File: config.mk
export PLATFORM = sky130hd
export DESIGN_NAME = clifford_attractor_step_top_flat
export DESIGN_NICKNAME = d
export VERILOG_FILES = /design/src/rtl/core/cas_pkg.sv /design/src/rtl/core/cas_if.sv /design/src/rtl/core/cas_sincos.sv /design/src/rtl/core/clifford_attractor_step_top.sv /design/src/flat_wrapper.sv
export SDC_FILE = /design/constraint.sdc
export NUM_CORES = 2
export LEC_CHECK = 0
export BUFFER_PORTS_ARGS = -buffer_cell sky130_fd_sc_hd__buf_4
export CORE_AREA = 4 4 338 340
export CTS_CLUSTER_SIZE = 40
export DETAILED_ROUTE_END_ITERATION = 16
export DIE_AREA = 0 0 342 344
export GPL_TIMING_DRIVEN = 0
export PLACE_DENSITY = 0.78
export SYNTH_ARGS = -nofsm -noshare
export SYNTH_HDL_FRONTEND = slang
export SYNTH_SLANG_ARGS = --single-unit
File: constraint.sdc
create_clock -name i_clk -period 9 [get_ports i_clk]
set_input_delay 0 -clock i_clk [delete_from_list [all_inputs] [get_ports i_clk]]
set_output_delay 0 -clock i_clk [all_outputs]
set_load 0.02 [all_outputs]
File: src/rtl/core/cas_pkg.sv
// ----------------------------------------------------------------------------
// cas_pkg: shared constants and the arctangent table for the clifford attractor stepper
// field widths, register indexes, reset values and q30 angle constants
// ----------------------------------------------------------------------------
package cas_pkg;

    localparam int COEF_W     = 20;
    localparam int SCALE_W    = 10;
    localparam int FLEN_W     = 17;
    localparam int XY_W       = 30;
    localparam int Z_W        = 27;
    localparam int CFG_IDX_W  = 3;
    localparam int CFG_DATA_W = 20;
    localparam int CORDIC_W   = 36;

    localparam logic [CFG_IDX_W-1:0] REG_COEF_A    = 3'd0;
    localparam logic [CFG_IDX_W-1:0] REG_COEF_B    = 3'd1;
    localparam logic [CFG_IDX_W-1:0] REG_COEF_C    = 3'd2;
    localparam logic [CFG_IDX_W-1:0] REG_COEF_D    = 3'd3;
    localparam logic [CFG_IDX_W-1:0] REG_SCALE     = 3'd4;
    localparam logic [CFG_IDX_W-1:0] REG_FRAME_LEN = 3'd5;

    localparam logic signed [COEF_W-1:0] RST_COEF_A = 20'sd91750;
    localparam logic signed [COEF_W-1:0] RST_COEF_B = 20'sd104858;
    localparam logic signed [COEF_W-1:0] RST_COEF_C = 20'sd65536;
    localparam logic signed [COEF_W-1:0] RST_COEF_D = 20'sd111411;
    localparam logic [SCALE_W-1:0]       RST_SCALE  = 10'd100;
    localparam logic [FLEN_W-1:0]        RST_FLEN   = 17'd30000;

    localparam logic signed [CORDIC_W-1:0] PI_Q30      = 36'sd3373259426;
    localparam logic signed [CORDIC_W-1:0] HALF_PI_Q30 = 36'sd1686629713;
    localparam logic signed [CORDIC_W-1:0] TWO_PI_Q30  = 36'sd6746518852;
    localparam logic signed [CORDIC_W-1:0] GAIN_Q30    = 36'sd652032874;

    // arctan(2^-i) in q30
    function automatic logic [29:0] atan_q30(input logic [4:0] i);
        logic [29:0] v;
        unique case (i)
            5'd0:  v = 30'd843314856;
            5'd1:  v = 30'd497837829;
            5'd2:  v = 30'd263043836;
            5'd3:  v = 30'd133525158;
            5'd4:  v = 30'd67021686;
            5'd5:  v = 30'd33543515;
            5'd6:  v = 30'd16775850;
            5'd7:  v = 30'd8388437;
            5'd8:  v = 30'd4194282;
            5'd9:  v = 30'd2097149;
            5'd10: v = 30'd1048575;
            5'd11: v = 30'd524287;
            5'd12: v = 30'd262143;
            5'd13: v = 30'd131071;
            5'd14: v = 30'd65535;
            5'd15: v = 30'd32767;
            5'd16: v = 30'd16383;
            5'd17: v = 30'd8191;
            5'd18: v = 30'd4095;
            5'd19: v = 30'd2047;
            5'd20: v = 30'd1023;
            5'd21: v = 30'd511;
            5'd22: v = 30'd255;
            5'd23: v = 30'd127;
            5'd24: v = 30'd63;
            5'd25: v = 30'd31;
            5'd26: v = 30'd15;
            5'd27: v = 30'd8;
            default: v = 30'd0;
        endcase
        return v;
    endfunction

endpackage

File: src/rtl/core/cas_if.sv
// ----------------------------------------------------------------------------
// cas_if: stream and configuration channels
// valid/ready channels for input beats, result beats and register writes
// ----------------------------------------------------------------------------
interface cas_in_if;
    import cas_pkg::*;
    logic valid;
    logic ready;
    logic restart;
    modport source(output valid, output restart, input ready);
    modport sink(input valid, input restart, output ready);
endinterface

interface cas_out_if;
    import cas_pkg::*;
    logic                    valid;
    logic                    ready;
    logic signed [XY_W-1:0]  x_scaled;
    logic signed [XY_W-1:0]  y_scaled;
    logic signed [Z_W-1:0]   z_scaled;
    logic [FLEN_W-1:0]       point_index;
    logic                    last_in_frame;
    modport source(output valid, output x_scaled, output y_scaled, output z_scaled,
                   output point_index, output last_in_frame, input ready);
    modport sink(input valid, input x_scaled, input y_scaled, input z_scaled,
                 input point_index, input last_in_frame, output ready);
endinterface

interface cas_cfg_if;
    import cas_pkg::*;
    logic                  valid;
    logic                  ready;
    logic [CFG_IDX_W-1:0]  index;
    logic [CFG_DATA_W-1:0] data;
    modport source(output valid, output index, output data, input ready);
    modport sink(input valid, input index, input data, output ready);
endinterface

File: src/rtl/core/cas_sincos.sv
// ----------------------------------------------------------------------------
// cas_sincos: iterative sine and cosine
// restoring range reduction mod 2pi, quadrant fold, then one cordic rotation
// per cycle through a single shift/add datapath
// ----------------------------------------------------------------------------
module cas_sincos #(
    parameter int FRAC_BITS    = 16,
    parameter int CORDIC_ITERS = 18,
    parameter int ANG_W        = 24
) (
    input  logic                     i_clk,
    input  logic                     i_rst_n,
    input  logic                     i_start,
    input  logic signed [ANG_W-1:0]  i_angle,
    output logic                     o_done,
    output logic signed [FRAC_BITS+1:0] o_sin,
    output logic signed [FRAC_BITS+1:0] o_cos
);
    import cas_pkg::*;

    localparam int RW      = ANG_W + 30 - FRAC_BITS;
    localparam int RED_N   = (RW > 32) ? RW - 32 : 1;
    localparam int MW      = 33 + RED_N;
    localparam int OW      = FRAC_BITS + 2;
    localparam int RSH     = 30 - FRAC_BITS;
    localparam int CNT_MAX = (RED_N > CORDIC_ITERS) ? RED_N : CORDIC_ITERS;
    localparam int CNTW    = $clog2(CNT_MAX + 1);
    localparam logic signed [CORDIC_W-1:0] RND_BIAS = CORDIC_W'(64'sd1 <<< (RSH - 1));

    typedef enum logic [2:0] {S_IDLE, S_RED, S_FOLD, S_ROT, S_RND} t_state;

    t_state                       r_state;
    logic [CNTW-1:0]              r_cnt;
    logic                         r_neg;
    logic [MW-1:0]                r_rem;
    logic signed [CORDIC_W-1:0]   r_x;
    logic signed [CORDIC_W-1:0]   r_y;
    logic signed [CORDIC_W-1:0]   r_z;
    logic                         r_negc;
    logic                         r_done;
    logic signed [OW-1:0]         r_sin;
    logic signed [OW-1:0]         r_cos;

    logic signed [RW-1:0]         w_r;
    logic signed [MW:0]           w_rx;
    logic [MW-1:0]                w_mag;
    logic [MW-1:0]                w_sub;
    logic [MW-1:0]                w_wrap;
    logic signed [CORDIC_W-1:0]   w_t;
    logic signed [CORDIC_W-1:0]   w_t2;
    logic signed [CORDIC_W-1:0]   w_zf;
    logic                         w_nc;
    logic signed [CORDIC_W-1:0]   w_dx;
    logic signed [CORDIC_W-1:0]   w_dy;
    logic signed [CORDIC_W-1:0]   w_at;
    logic signed [CORDIC_W-1:0]   w_xo;
    logic signed [CORDIC_W-1:0]   w_sr;
    logic signed [CORDIC_W-1:0]   w_cr;

    assign w_r   = RW'(i_angle) <<< RSH;
    assign w_rx  = (MW + 1)'(w_r);
    assign w_mag = MW'(w_rx[MW] ? -w_rx : w_rx);
    assign w_sub = MW'(TWO_PI_Q30) << r_cnt;

    // truncating remainder turned into floor remainder, then folded into +-pi/2
    always_comb begin
        w_wrap = (r_neg && r_rem != '0) ? MW'(TWO_PI_Q30) - r_rem : r_rem;
        w_t    = CORDIC_W'(w_wrap);
        w_t2   = (w_t > PI_Q30) ? w_t - TWO_PI_Q30 : w_t;
        if (w_t2 > HALF_PI_Q30) begin
            w_zf = PI_Q30 - w_t2;
            w_nc = 1'b1;
        end else if (w_t2 < -HALF_PI_Q30) begin
            w_zf = -PI_Q30 - w_t2;
            w_nc = 1'b1;
        end else begin
            w_zf = w_t2;
            w_nc = 1'b0;
        end
    end

    assign w_dx = r_y >>> r_cnt;
    assign w_dy = r_x >>> r_cnt;
    assign w_at = CORDIC_W'(atan_q30(5'(r_cnt)));
    assign w_xo = r_negc ? -r_x : r_x;
    assign w_sr = (r_y + RND_BIAS) >>> RSH;
    assign w_cr = (w_xo + RND_BIAS) >>> RSH;

    always_ff @(posedge i_clk) begin
        if (!i_rst_n) begin
            r_state <= S_IDLE;
            r_done  <= 1'b0;
        end else begin
            r_done <= 1'b0;
            unique case (r_state)
                S_IDLE: begin
                    if (i_start) begin
                        r_rem   <= w_mag;
                        r_neg   <= w_r[RW-1];
                        r_cnt   <= CNTW'(RED_N - 1);
                        r_state <= S_RED;
                    end
                end
                S_RED: begin
                    if (r_rem >= w_sub) begin
                        r_rem <= r_rem - w_sub;
                    end
                    if (r_cnt == '0) begin
                        r_state <= S_FOLD;
                    end else begin
                        r_cnt <= r_cnt - CNTW'(1);
                    end
                end
                S_FOLD: begin
                    r_x     <= GAIN_Q30;
                    r_y     <= '0;
                    r_z     <= w_zf;
                    r_negc  <= w_nc;
                    r_cnt   <= '0;
                    r_state <= S_ROT;
                end
                S_ROT: begin
                    if (r_z >= 0) begin
                        r_x <= r_x - w_dx;
                        r_y <= r_y + w_dy;
                        r_z <= r_z - w_at;
                    end else begin
                        r_x <= r_x + w_dx;
                        r_y <= r_y - w_dy;
                        r_z <= r_z + w_at;
                    end
                    if (r_cnt == CNTW'(CORDIC_ITERS - 1)) begin
                        r_state <= S_RND;
                    end else begin
                        r_cnt <= r_cnt + CNTW'(1);
                    end
                end
                S_RND: begin
                    r_sin   <= OW'(w_sr);
                    r_cos   <= OW'(w_cr);
                    r_done  <= 1'b1;
                    r_state <= S_IDLE;
                end
                default: r_state <= S_IDLE;
            endcase
        end
    end

    assign o_done = r_done;
    assign o_sin  = r_sin;
    assign o_cos  = r_cos;

endmodule

File: src/rtl/core/clifford_attractor_step_top.sv
// flow: a new input beat is taken only in the idle state, after the previous
//   result is in the output register; one sine/cosine unit runs five angles in
//   turn, each with R = max(22 - FRAC_BITS, 1) range reduction steps, and one
//   multiplier is shared by all products
// reset: synchronous active low; coefficients to defaults, position 1.0, index 0
// ----------------------------------------------------------------------------
// clifford_attractor_step_top: clifford map stepper
// advances x,y one step per input beat and emits scaled point, z and index
// ----------------------------------------------------------------------------
module clifford_attractor_step_top #(
    parameter int FRAC_BITS    = 16,
    parameter int CORDIC_ITERS = 18
) (
    input  logic      i_clk,
    input  logic      i_rst_n,
    cas_in_if.sink    i_in,
    cas_out_if.source o_out,
    cas_cfg_if.sink   i_cfg
);
    import cas_pkg::*;

    localparam int POS_BITS = FRAC_BITS + 4;
    localparam int PW       = COEF_W + POS_BITS;
    localparam int ANG_W    = PW - FRAC_BITS;
    localparam int OW       = FRAC_BITS + 2;
    localparam logic signed [POS_BITS-1:0] POS_ONE = POS_BITS'(64'sd1 <<< FRAC_BITS);
    localparam logic signed [PW:0] SAT_HI = (PW + 1)'((64'sd1 <<< (POS_BITS - 1)) - 1);
    localparam logic signed [PW:0] SAT_LO = (PW + 1)'(-(64'sd1 <<< (POS_BITS - 1)));

    localparam logic [2:0] ANG_AY = 3'd0;
    localparam logic [2:0] ANG_AX = 3'd1;
    localparam logic [2:0] ANG_BX = 3'd2;
    localparam logic [2:0] ANG_BY = 3'd3;
    localparam logic [2:0] ANG_X  = 3'd4;

    typedef enum logic [3:0] {
        S_IDLE, S_MUL, S_ANG, S_WAIT, S_MC, S_MD, S_SX, S_SY, S_SZ, S_OUT
    } t_state;

    t_state                      r_state;
    logic [2:0]                  r_ang;
    logic signed [COEF_W-1:0]    r_coef_a;
    logic signed [COEF_W-1:0]    r_coef_b;
    logic signed [COEF_W-1:0]    r_coef_c;
    logic signed [COEF_W-1:0]    r_coef_d;
    logic [SCALE_W-1:0]          r_scale;
    logic [FLEN_W-1:0]           r_flen;
    logic signed [POS_BITS-1:0]  r_pos_x;
    logic signed [POS_BITS-1:0]  r_pos_y;
    logic [FLEN_W-1:0]           r_frame_cnt;
    logic signed [PW-1:0]        r_prod;
    logic signed [OW-1:0]        r_s1;
    logic signed [OW-1:0]        r_c2;
    logic signed [OW-1:0]        r_s3;
    logic signed [OW-1:0]        r_c4;
    logic signed [OW-1:0]        r_cz;
    logic signed [POS_BITS-1:0]  r_nx;
    logic signed [POS_BITS-1:0]  r_ny;
    logic signed [XY_W-1:0]      r_tx;
    logic signed [XY_W-1:0]      r_ty;
    logic [FLEN_W-1:0]           r_idx;
    logic                        r_last;
    logic                        r_oval;
    logic signed [XY_W-1:0]      r_ox;
    logic signed [XY_W-1:0]      r_oy;
    logic signed [Z_W-1:0]       r_oz;
    logic [FLEN_W-1:0]           r_oidx;
    logic                        r_olast;

    logic                        w_in_acc;
    logic                        w_out_acc;
    logic                        w_load;
    logic signed [COEF_W-1:0]    w_ma;
    logic signed [POS_BITS-1:0]  w_mb;
    logic signed [PW-1:0]        w_prod;
    logic signed [ANG_W-1:0]     w_angle;
    logic                        w_done;
    logic signed [OW-1:0]        w_sin;
    logic signed [OW-1:0]        w_cos;
    logic signed [OW-1:0]        w_sadd;
    logic signed [PW:0]          w_sum;
    logic signed [POS_BITS-1:0]  w_sat;
    logic [FLEN_W-1:0]           w_fl;
    logic [FLEN_W-1:0]           w_cur;
    logic [FLEN_W-1:0]           w_idx;
    logic [FLEN_W:0]             w_inc;
    logic [FLEN_W-1:0]           w_next;

    assign i_in.ready  = (r_state == S_IDLE);
    assign i_cfg.ready = 1'b1;
    assign w_in_acc    = i_in.valid && i_in.ready;
    assign w_out_acc   = r_oval && o_out.ready;
    assign w_load      = (r_state == S_OUT) && (!r_oval || o_out.ready);

    // shared multiplier operand select
    always_comb begin
        unique case (r_state)
            S_MUL: begin
                w_ma = (r_ang == ANG_AY || r_ang == ANG_AX) ? r_coef_a : r_coef_b;
                w_mb = (r_ang == ANG_AY || r_ang == ANG_BY) ? r_pos_y : r_pos_x;
            end
            S_MC: begin
                w_ma = r_coef_c;
                w_mb = POS_BITS'(r_c2);
            end
            S_MD: begin
                w_ma = r_coef_d;
                w_mb = POS_BITS'(r_c4);
            end
            S_SX: begin
                w_ma = COEF_W'(r_scale);
                w_mb = r_nx;
            end
            S_SY: begin
                w_ma = COEF_W'(r_scale);
                w_mb = r_ny;
            end
            S_SZ: begin
                w_ma = COEF_W'(r_scale);
                w_mb = POS_BITS'(r_cz);
            end
            default: begin
                w_ma = '0;
                w_mb = '0;
            end
        endcase
    end

    assign w_prod  = w_ma * w_mb;
    assign w_angle = (r_ang == ANG_X) ? ANG_W'(r_pos_x) : ANG_W'(r_prod >>> FRAC_BITS);

    assign w_sadd = (r_state == S_MD) ? r_s1 : r_s3;
    assign w_sum  = (PW + 1)'(w_sadd) + (PW + 1)'(r_prod >>> FRAC_BITS);
    assign w_sat  = (w_sum > SAT_HI) ? POS_BITS'(SAT_HI) :
                    (w_sum < SAT_LO) ? POS_BITS'(SAT_LO) : POS_BITS'(w_sum);

    // frame index, a zero length acts as one
    always_comb begin
        w_fl   = (r_flen == '0) ? FLEN_W'(1) : r_flen;
        w_cur  = i_in.restart ? '0 : r_frame_cnt;
        w_idx  = (w_cur >= w_fl) ? '0 : w_cur;
        w_inc  = (FLEN_W + 1)'(w_idx) + (FLEN_W + 1)'(1);
        w_next = (w_inc >= (FLEN_W + 1)'(w_fl)) ? '0 : FLEN_W'(w_inc);
    end

    cas_sincos #(
        .FRAC_BITS    (FRAC_BITS),
        .CORDIC_ITERS (CORDIC_ITERS),
        .ANG_W        (ANG_W)
    ) u_sincos (
        .i_clk   (i_clk),
        .i_rst_n (i_rst_n),
        .i_start (r_state == S_ANG),
        .i_angle (w_angle),
        .o_done  (w_done),
        .o_sin   (w_sin),
        .o_cos   (w_cos)
    );

    always_ff @(posedge i_clk) begin
        if (!i_rst_n) begin
            r_state     <= S_IDLE;
            r_ang       <= ANG_AY;
            r_coef_a    <= RST_COEF_A;
            r_coef_b    <= RST_COEF_B;
            r_coef_c    <= RST_COEF_C;
            r_coef_d    <= RST_COEF_D;
            r_scale     <= RST_SCALE;
            r_flen      <= RST_FLEN;
            r_pos_x     <= POS_ONE;
            r_pos_y     <= POS_ONE;
            r_frame_cnt <= '0;
            r_oval      <= 1'b0;
        end else begin
            if (i_cfg.valid) begin
                unique case (i_cfg.index)
                    REG_COEF_A:    r_coef_a <= i_cfg.data;
                    REG_COEF_B:    r_coef_b <= i_cfg.data;
                    REG_COEF_C:    r_coef_c <= i_cfg.data;
                    REG_COEF_D:    r_coef_d <= i_cfg.data;
                    REG_SCALE:     r_scale  <= SCALE_W'(i_cfg.data);
                    REG_FRAME_LEN: r_flen   <= FLEN_W'(i_cfg.data);
                    default: ;
                endcase
            end
            if (w_load) begin
                r_oval <= 1'b1;
            end else if (w_out_acc) begin
                r_oval <= 1'b0;
            end
            unique case (r_state)
                S_IDLE: begin
                    if (w_in_acc) begin
                        if (i_in.restart) begin
                            r_pos_x <= POS_ONE;
                            r_pos_y <= POS_ONE;
                        end
                        r_idx       <= w_idx;
                        r_last      <= (w_idx == w_fl - FLEN_W'(1));
                        r_frame_cnt <= w_next;
                        r_ang       <= ANG_AY;
                        r_state     <= S_MUL;
                    end
                end
                S_MUL: begin
                    r_prod  <= w_prod;
                    r_state <= S_ANG;
                end
                S_ANG: r_state <= S_WAIT;
                S_WAIT: begin
                    if (w_done) begin
                        unique case (r_ang)
                            ANG_AY: r_s1 <= w_sin;
                            ANG_AX: r_c2 <= w_cos;
                            ANG_BX: r_s3 <= w_sin;
                            ANG_BY: r_c4 <= w_cos;
                            default: r_cz <= w_cos;
                        endcase
                        if (r_ang == ANG_X) begin
                            r_state <= S_MC;
                        end else begin
                            r_ang   <= r_ang + 3'd1;
                            r_state <= S_MUL;
                        end
                    end
                end
                S_MC: begin
                    r_prod  <= w_prod;
                    r_state <= S_MD;
                end
                S_MD: begin
                    r_nx    <= w_sat;
                    r_prod  <= w_prod;
                    r_state <= S_SX;
                end
                S_SX: begin
                    r_ny    <= w_sat;
                    r_prod  <= w_prod;
                    r_state <= S_SY;
                end
                S_SY: begin
                    r_tx    <= XY_W'(r_prod);
                    r_prod  <= w_prod;
                    r_state <= S_SZ;
                end
                S_SZ: begin
                    r_ty    <= XY_W'(r_prod);
                    r_prod  <= w_prod;
                    r_state <= S_OUT;
                end
                S_OUT: begin
                    // hold here until the output register is free
                    if (w_load) begin
                        r_ox    <= r_tx;
                        r_oy    <= r_ty;
                        r_oz    <= Z_W'(r_prod);
                        r_oidx  <= r_idx;
                        r_olast <= r_last;
                        r_pos_x <= r_nx;
                        r_pos_y <= r_ny;
                        r_state <= S_IDLE;
                    end
                end
                default: r_state <= S_IDLE;
            endcase
        end
    end

    assign o_out.valid         = r_oval;
    assign o_out.x_scaled      = r_ox;
    assign o_out.y_scaled      = r_oy;
    assign o_out.z_scaled      = r_oz;
    assign o_out.point_index   = r_oidx;
    assign o_out.last_in_frame = r_olast;

`ifndef NO_ASSERTIONS
    a_done_in_wait: assert property (@(posedge i_clk) disable iff (!i_rst_n)
        w_done |-> r_state == S_WAIT)
        else $error("sine/cosine result arrived outside the wait state");

    a_accept_starts: assert property (@(posedge i_clk) disable iff (!i_rst_n)
        w_in_acc |=> r_state == S_MUL && r_ang == ANG_AY)
        else $error("accepted beat did not start the first angle");

    a_result_issued: assert property (@(posedge i_clk) disable iff (!i_rst_n)
        (r_state == S_OUT && (!r_oval || o_out.ready)) |=> r_oval && r_state == S_IDLE)
        else $error("finished step did not reach the output register");
`endif

endmodule

File: src/flat_wrapper.sv
// flat-port wrapper written by rule: the top's interface ports become plain ports
module clifford_attractor_step_top_flat import cas_pkg::*;
#(
    parameter int FRAC_BITS    = 16,
    parameter int CORDIC_ITERS = 18
)
  (i_clk, i_rst_n, i_in_valid, i_in_restart, i_in_ready, o_out_valid, o_out_x_scaled, o_out_y_scaled, o_out_z_scaled, o_out_point_index, o_out_last_in_frame, o_out_ready, i_cfg_valid, i_cfg_index, i_cfg_data, i_cfg_ready);
  cas_in_if i_in_i ();
  cas_out_if o_out_i ();
  cas_cfg_if i_cfg_i ();
  input  logic i_clk;
  input  logic i_rst_n;
  input wire logic [$bits(i_in_i.valid)-1:0] i_in_valid;
  input wire logic [$bits(i_in_i.restart)-1:0] i_in_restart;
  output wire logic [$bits(i_in_i.ready)-1:0] i_in_ready;
  output wire logic [$bits(o_out_i.valid)-1:0] o_out_valid;
  output wire logic [$bits(o_out_i.x_scaled)-1:0] o_out_x_scaled;
  output wire logic [$bits(o_out_i.y_scaled)-1:0] o_out_y_scaled;
  output wire logic [$bits(o_out_i.z_scaled)-1:0] o_out_z_scaled;
  output wire logic [$bits(o_out_i.point_index)-1:0] o_out_point_index;
  output wire logic [$bits(o_out_i.last_in_frame)-1:0] o_out_last_in_frame;
  input wire logic [$bits(o_out_i.ready)-1:0] o_out_ready;
  input wire logic [$bits(i_cfg_i.valid)-1:0] i_cfg_valid;
  input wire logic [$bits(i_cfg_i.index)-1:0] i_cfg_index;
  input wire logic [$bits(i_cfg_i.data)-1:0] i_cfg_data;
  output wire logic [$bits(i_cfg_i.ready)-1:0] i_cfg_ready;
  assign i_in_i.valid = i_in_valid;
  assign i_in_i.restart = i_in_restart;
  assign i_in_ready = i_in_i.ready;
  assign o_out_valid = o_out_i.valid;
  assign o_out_x_scaled = o_out_i.x_scaled;
  assign o_out_y_scaled = o_out_i.y_scaled;
  assign o_out_z_scaled = o_out_i.z_scaled;
  assign o_out_point_index = o_out_i.point_index;
  assign o_out_last_in_frame = o_out_i.last_in_frame;
  assign o_out_i.ready = o_out_ready;
  assign i_cfg_i.valid = i_cfg_valid;
  assign i_cfg_i.index = i_cfg_index;
  assign i_cfg_i.data = i_cfg_data;
  assign i_cfg_ready = i_cfg_i.ready;
  clifford_attractor_step_top #(.FRAC_BITS(FRAC_BITS), .CORDIC_ITERS(CORDIC_ITERS)) u_core (.i_clk(i_clk), .i_rst_n(i_rst_n), .i_in(i_in_i), .o_out(o_out_i), .i_cfg(i_cfg_i));
endmodule
* After elaboration in Yosys (flattened, before gate mapping) *
Memory sizes are Yosys's and may differ from the RTL's. A register that Yosys moved wholly into a read port is not among the register bits.
Index checks and enable logic that the tools add are counted.

storage, ports and cells
  register bits after elaboration = 719
  ROM bits = 960
  bits of input ports = 29
  memories = 1

cells by class
  add/subtract/negate cells = 21
  $mul = 1
  order comparisons = 9
  equal/unequal tests = 35
  shift operators = 3
  multiplexer cells = 55
  bitwise gates (word level) = 1
  reduce and logical (&&, ||, !) cells = 53

memories
  memory           depth  bits a word  read ports  clocked after memory_dff  wr ports  line           source
  (no name shown)  32     30           1           1                         0         cas_pkg.sv:38  unique case (i)

operators with widths
  kind                                                              number
  two-way mux 36 bit                                                7
  case mux 36 bit (2 select lines)                                  3
  two-way mux 20 bit                                                8
  case mux 20 bit (6 select lines)                                  1
  two-way mux 39 bit                                                3
  subtractor 33 x 36 -> 36 bit (first input constant)               3
  case mux 20 bit (2 select lines)                                  2
  case mux 20 bit (4 select lines)                                  1
  case mux 39 bit (2 select lines)                                  1
  adder 36 bit                                                      2
  >>> shifter 36 x 5 -> 36 bit                                      2
  subtractor 36 bit                                                 2
  two-way mux 17 bit                                                4
  adder 32 x 15 -> 32 bit (second input constant)                   2
  greater-than comparator 41 x 20 -> 1 bit (second input constant)  1
  < comparator 41 x 20 -> 1 bit (second input constant)             1
  multiplier 20 x 20 -> 40 bit                                      1
  case mux 4 bit (10 select lines)                                  1
  >= comparator 39 bit                                              1
  negation 38 -> 39 bit                                             1
  nonzero test 39 bit                                               1
  << shifter 33 x 5 -> 39 bit (first input constant)                1
  subtractor 39 bit                                                 1
  adder 36 x 31 -> 36 bit                                           1
  53 further kinds                                                  127

* Depth between registers and ports, before layout *
  depth after elaboration = 9
  mapped depth = 41
  mapped depth without buffers = 39

* By module *
A second synthesis with hierarchy kept.

second synthesis, totals
  cell total of the unflattened synthesis = 7238
  area, all modules = 65873.2 sq um

by module, submodules not included
  module                       instances  cells each  area an instance (sq um)  sequential area each (sq um)
  clifford_attractor_step_top  1          3641        37599.8                   14043.5
  cas_sincos                   1          3597        28273.4                   6326.1

* Least setup slack after synthesis *
No wires, ideal clock.

  path type = flip-flop to flip-flop
  start = reg u_core.r_ang[0]
  end = reg u_core.r_prod[39] (data pin)
  data arrival time = 9.342 ns
  path slack = -0.602 ns
  stages on the path, launching flop included = 40
  period minus slack after synthesis = 9.602 ns
  path through = dfxtp_1 -> ha_1 -> ha_1 -> a21oi_1 -> clkbuf_1 -> buf_1 -> mux2i_1 -> o21ai_1 -> clkbuf_1 -> nand2_1 -> fa_1 -> inv_1 -> fa_1 -> inv_1 -> fa_1 -> inv_1 -> fa_1 -> inv_1 -> [4 not listed] -> fa_1 -> inv_1 -> ha_1 -> or2_2 -> o31a_1 -> o31a_1 -> a211oi_1 -> a21oi_1 -> a211o_1 -> and2_1 -> a41o_1 -> o211ai_1 -> a311oi_1 -> o21a_1 -> o21ai_0 -> nand2b_1 -> a21oi_1 -> xnor2_1

between the ends
  cells in the longest elaborated chain, start to end = 5
  elaborated cells between the ends (all ways) = 10

RTL lines
  item                                                                                         line                                                                   source
  start: declaration                                                                           clifford_attractor_step_top.sv:41                                      logic [2:0] r_ang;
  start signal: assignment                                                                     clifford_attractor_step_top.sv:222                                     r_ang <= r_ang + 3'd1;
  == test 3 x 2 -> 1 bit, or another cell as far along                                         clifford_attractor_step_top.sv:100                                     w_mb = (r_ang == ANG_AY || r_ang == ANG_BY) ? r_pos_y : r_pos_x;
  logical OR 1 bit (on tied branches)                                                          clifford_attractor_step_top.sv:100, clifford_attractor_step_top.sv:99
  two-way mux 20 bit (on tied branches)                                                        clifford_attractor_step_top.sv:100, clifford_attractor_step_top.sv:99
  case mux 20 bit (6 select lines) / case mux 20 bit (4 select lines) (equally long branches)  clifford_attractor_step_top.sv:97                                      unique case (r_state)
  multiplier 20 x 20 -> 40 bit (*)                                                             clifford_attractor_step_top.sv:129                                     assign w_prod = w_ma * w_mb;
  net u_core.w_prod[39]                                                                        clifford_attractor_step_top.sv:75                                      logic signed [PW-1:0] w_prod;
  end signal: assignment                                                                       clifford_attractor_step_top.sv:206                                     r_prod <= w_prod;
  end signal: assignment                                                                       clifford_attractor_step_top.sv:228                                     r_prod <= w_prod;
  end signal: assignment                                                                       clifford_attractor_step_top.sv:233                                     r_prod <= w_prod;
  end: declaration                                                                             clifford_attractor_step_top.sv:51                                      logic signed [PW-1:0] r_prod;

The timed path passes the listed nets; every way through them passes the cells marked *.
A chain may end at the register's enable or synchronous reset.

* Worst setup path in the final report *
  start = reg u_core.r_ang[2]
  end = reg u_core.r_prod[39] (data pin)

The elaborated chain is that of the path after synthesis.

==> impl_metrics.yaml <==
pwr:
  seqPwrFrac: 0.360
  p_clk_frac: 0.311
  net-switching-power_mw: 4.00
  peakVddDrop_uv: 177
  comb_power_share: 0.329
  p_int_mw: 7.09
  powerDensity_mw_per_mm2: 149
  switching_share: 0.361
  p_leak_nw: 30.4
die:
  die_area_sq_mm: 0.118
  io_pins: 137
  row_count: 123
  initial_core_util: 0.583
  dieHeight_um: 344
  coreArea_sq_mm: 0.112
  fp.dieW_um: 342
grt:
  grt_pass1_wl_um: 334000
  antenna_found_initial: 4
  grt_max_degree: 56
  grt_util_all_layers: 0.369
  grt_pass1_vias: 56125
  grt-ovfl-total: 0
synthesis:
  netlist_instances: 7130
  syn_nets: 7927
  ys_seq_elements: 747
  async_flop_share: 0
  ys.flop_type: "edfxtp_1"
  synth_edf_count: 541
  synth_area_sq_mm: 0.0651
  netlist-cell-type-count: 109
  syn_avg_cell_area_sq_um: 9.12
  synth_warnings: 0
  seq_area_frac_synth: 0.313
critical_path:
  required_ns: 9.41
  path_class: "flop to flop"
  max_stage_delay_ns: 0.68
  crit_fanout: 10
  slowest_stage: "mux2i_2"
  end_kind: "flop"
  cp-start-kind: "flop"
  cp_common_cell: "fa_1"
  cp.arrival_ns: 9.81
sta:
  slew_viol_final: 0
  fmax_mhz: 106
  fin_crit_sh: 1.04
  worstMarginPinSlew_ns: 1.25
  hold_violations: 0
  setup_viol: 6
  finalWorstSetupSlack_ns: -0.400
  rsz0062_at_grt: "true"
  finClkSkew_ns: 0.0644
  period_minus_slack_ns: 9.40
  tns_ns: -1.25
  maxSlewHeadroom: 0.140
outcome:
  outcome: "complete, but fails checks"
  violations: "negative setup slack"
clocking:
  h-tree-depth: 3
  clockBufferDepth: 3
  clk_pin_slew_ns: 0.07
  clkSinkCount: 747
  cts_buffers: 81
  cts_tree: "yes"
  root_buffer: "clkbuf_16"
  clk_latency_ns: 0.70
layout:
  syn_to_final_growth_pct: 14.4
  nNetsFinal: 8313
  stdcell_area_sq_mm: 0.0744
  drive_above_1_share: 0.128
detailed_routing:
  drt-initial-drc-count: 6446
  ant_nets: 0
  firstDrtPassIters: 12
  drc: 0
  vias: 57846
  wl_per_cell_um: 24.7
  wl_um: 225000
  viasPerCell: 6.36
placed_design:
  placed_area_sq_mm: 0.0682
  port_buffers: 135
  dpl.hpwl_um: 165000
  dpl_worst_slack_ns: -2.89
  place.gp.congestion: 1.07
run:
  drv_cap: 0
min_path:
  hold_class: "primary input to flop"
-- repair_timing --
action | in CTS | in global routing
resized for setup | 386 | 232
setup endpoints to repair | 85 | 87
hold buffers | 31 | 0
buffers inserted | 77 | 63
hold endpoints to repair | 119 | 0
pin swaps | 91 | 95
gates cloned | 3 | 0
-- power by group through the flow --
stage                     Sequential, mW  Clock [mW]  Combinational (mW)
after floorplan                     3.99           0                2.35
after global placement              4.05           0                3.22
after detailed placement            4.05           0                3.28
after CTS                           3.98        3.44                3.43
after global routing                4.00        3.60                3.91
final                               3.99        3.45                3.64
-- flip-flops by register name (all words and copies together), names as in the netlist, 36 cells and up --
name / flops
u_core.u_sincos.r_x: 36
u_core.u_sincos.r_rem: 37
u_core.u_sincos.r_z: 36
u_core.u_sincos.r_y: 36
u_core.r_prod: 40
-- kinds of logic (layout without fill, tap and decap cells) --
group / Yosys count / count (layout) / share of synthesized area
adders and majority gates: 768 / 768 / 0.197
AOI/OAI and AO/OA: 1475 / 1475 / 0.152
and+or+nand+nor: 2396 / 2396 / 0.166
buffers and inverters: 1056 / 1510 / 0.0616
xor gates and xnor gates: 466 / 466 / 0.0630
other: 1 / 8 / 0.0000576
muxes: 221 / 221 / 0.0479
DFF: 747 / 747 / 0.313
-- through the flow --
stage / std cells / util / hold slack, ns / power [mW]
floorplan: 7130 / - / 0.124 / 6.34
detailed placement: 8772 / 0.611 / 0.297 / 7.33
global route: 9085 / 0.667 / 0.188 / 11.5
finish: 9091 / 0.667 / 0.208 / 11.1
CTS: 9024 / 0.656 / 0.156 / 10.9
global placement: 8765 / 0.609 / 0.287 / 7.27
-- synthesized netlist by cell type (all sizes together) (53+ instances only) --
| cell type | number | area, sq um |
|---|---|---|
| a21boi | 133 | 998 |
| a21o | 93 | 698 |
| a21oi | 303 | 1540 |
| a22oi | 80 | 601 |
| a31oi | 57 | 372 |
| and2 | 60 | 375 |
| and3 | 69 | 432 |
| buf | 72 | 315 |
| clkbuf | 274 | 1030 |
| dfxtp | 206 | 4120 |
| edfxtp | 541 | 16200 |
| fa | 425 | 8510 |
| ha | 343 | 4290 |
| inv | 708 | 2660 |
| mux2i | 109 | 1090 |
| mux4 | 68 | 1530 |
| nand2 | 986 | 3710 |
| nand2b | 54 | 338 |
| nand3 | 185 | 926 |
| nor2 | 601 | 2260 |
| nor2b | 63 | 394 |
| nor3 | 138 | 706 |
| o21a | 70 | 526 |
| o21ai | 345 | 1730 |
| or3 | 53 | 332 |
| xnor2 | 285 | 2500 |
| xor2 | 181 | 1600 |
-- worst max-delay path: cells and delay by family, from the launching register on --
family / cells / cell delay, ns
buffers and inverters: 6 / 1.01
adders and majority gates: 8 / 4.01
DFF: 1 / 0.37
muxes: 1 / 0.68
and+or+nand+nor: 5 / 0.83
xor gates and xnor gates: 1 / 0.17
AOI/OAI and AO/OA: 8 / 2.01
-- layout by cell type (no fill, tap or decap), drive strengths merged, types with 185 or more instances in the layout --
master    n
nand3   185
edfxtp  541
nand2   986
a21oi   303
clkbuf  343
o21ai   345
buf     376
nor2    601
fa      425
xnor2   285
inv     715
ha      343
dfxtp   206
-- metal layers --
metal | part of all wire | track usage
met3 | 0.10 | 0.0708
met5 | 0.000076 | 0
met4 | 0.079 | 0.235
met2 | 0.45 | 0.592
met1 | 0.37 | 0.461
-- path summary, 6_finish.rpt --
path,end,start,slack [ns],cells past startpoint
min reg2reg,u_core.o_out.y_scaled[21],u_core.r_ty[21],0.41,0
max reg2reg,u_core.r_prod[39],u_core.r_ang[2],-0.40,29
max,u_core.r_prod[39],u_core.r_ang[2],-0.40,29
min,u_core.r_coef_a[5],i_cfg_data[5],0.21,4
-- final cells by class --
cell class | count | area [sq um]
buffer | 332 | 1850
tap | 1500 | 1880
timing repair buffer | 317 | 2680
fill | 8396 | 37200
clock inverter | 50 | 587
inverter | 710 | 2690
multi-input combinational | 5327 | 42200
sequential | 747 | 20400
clock buffer | 101 | 2140
antenna | 7 | 17.5
(Power assumes the default switching activity.)
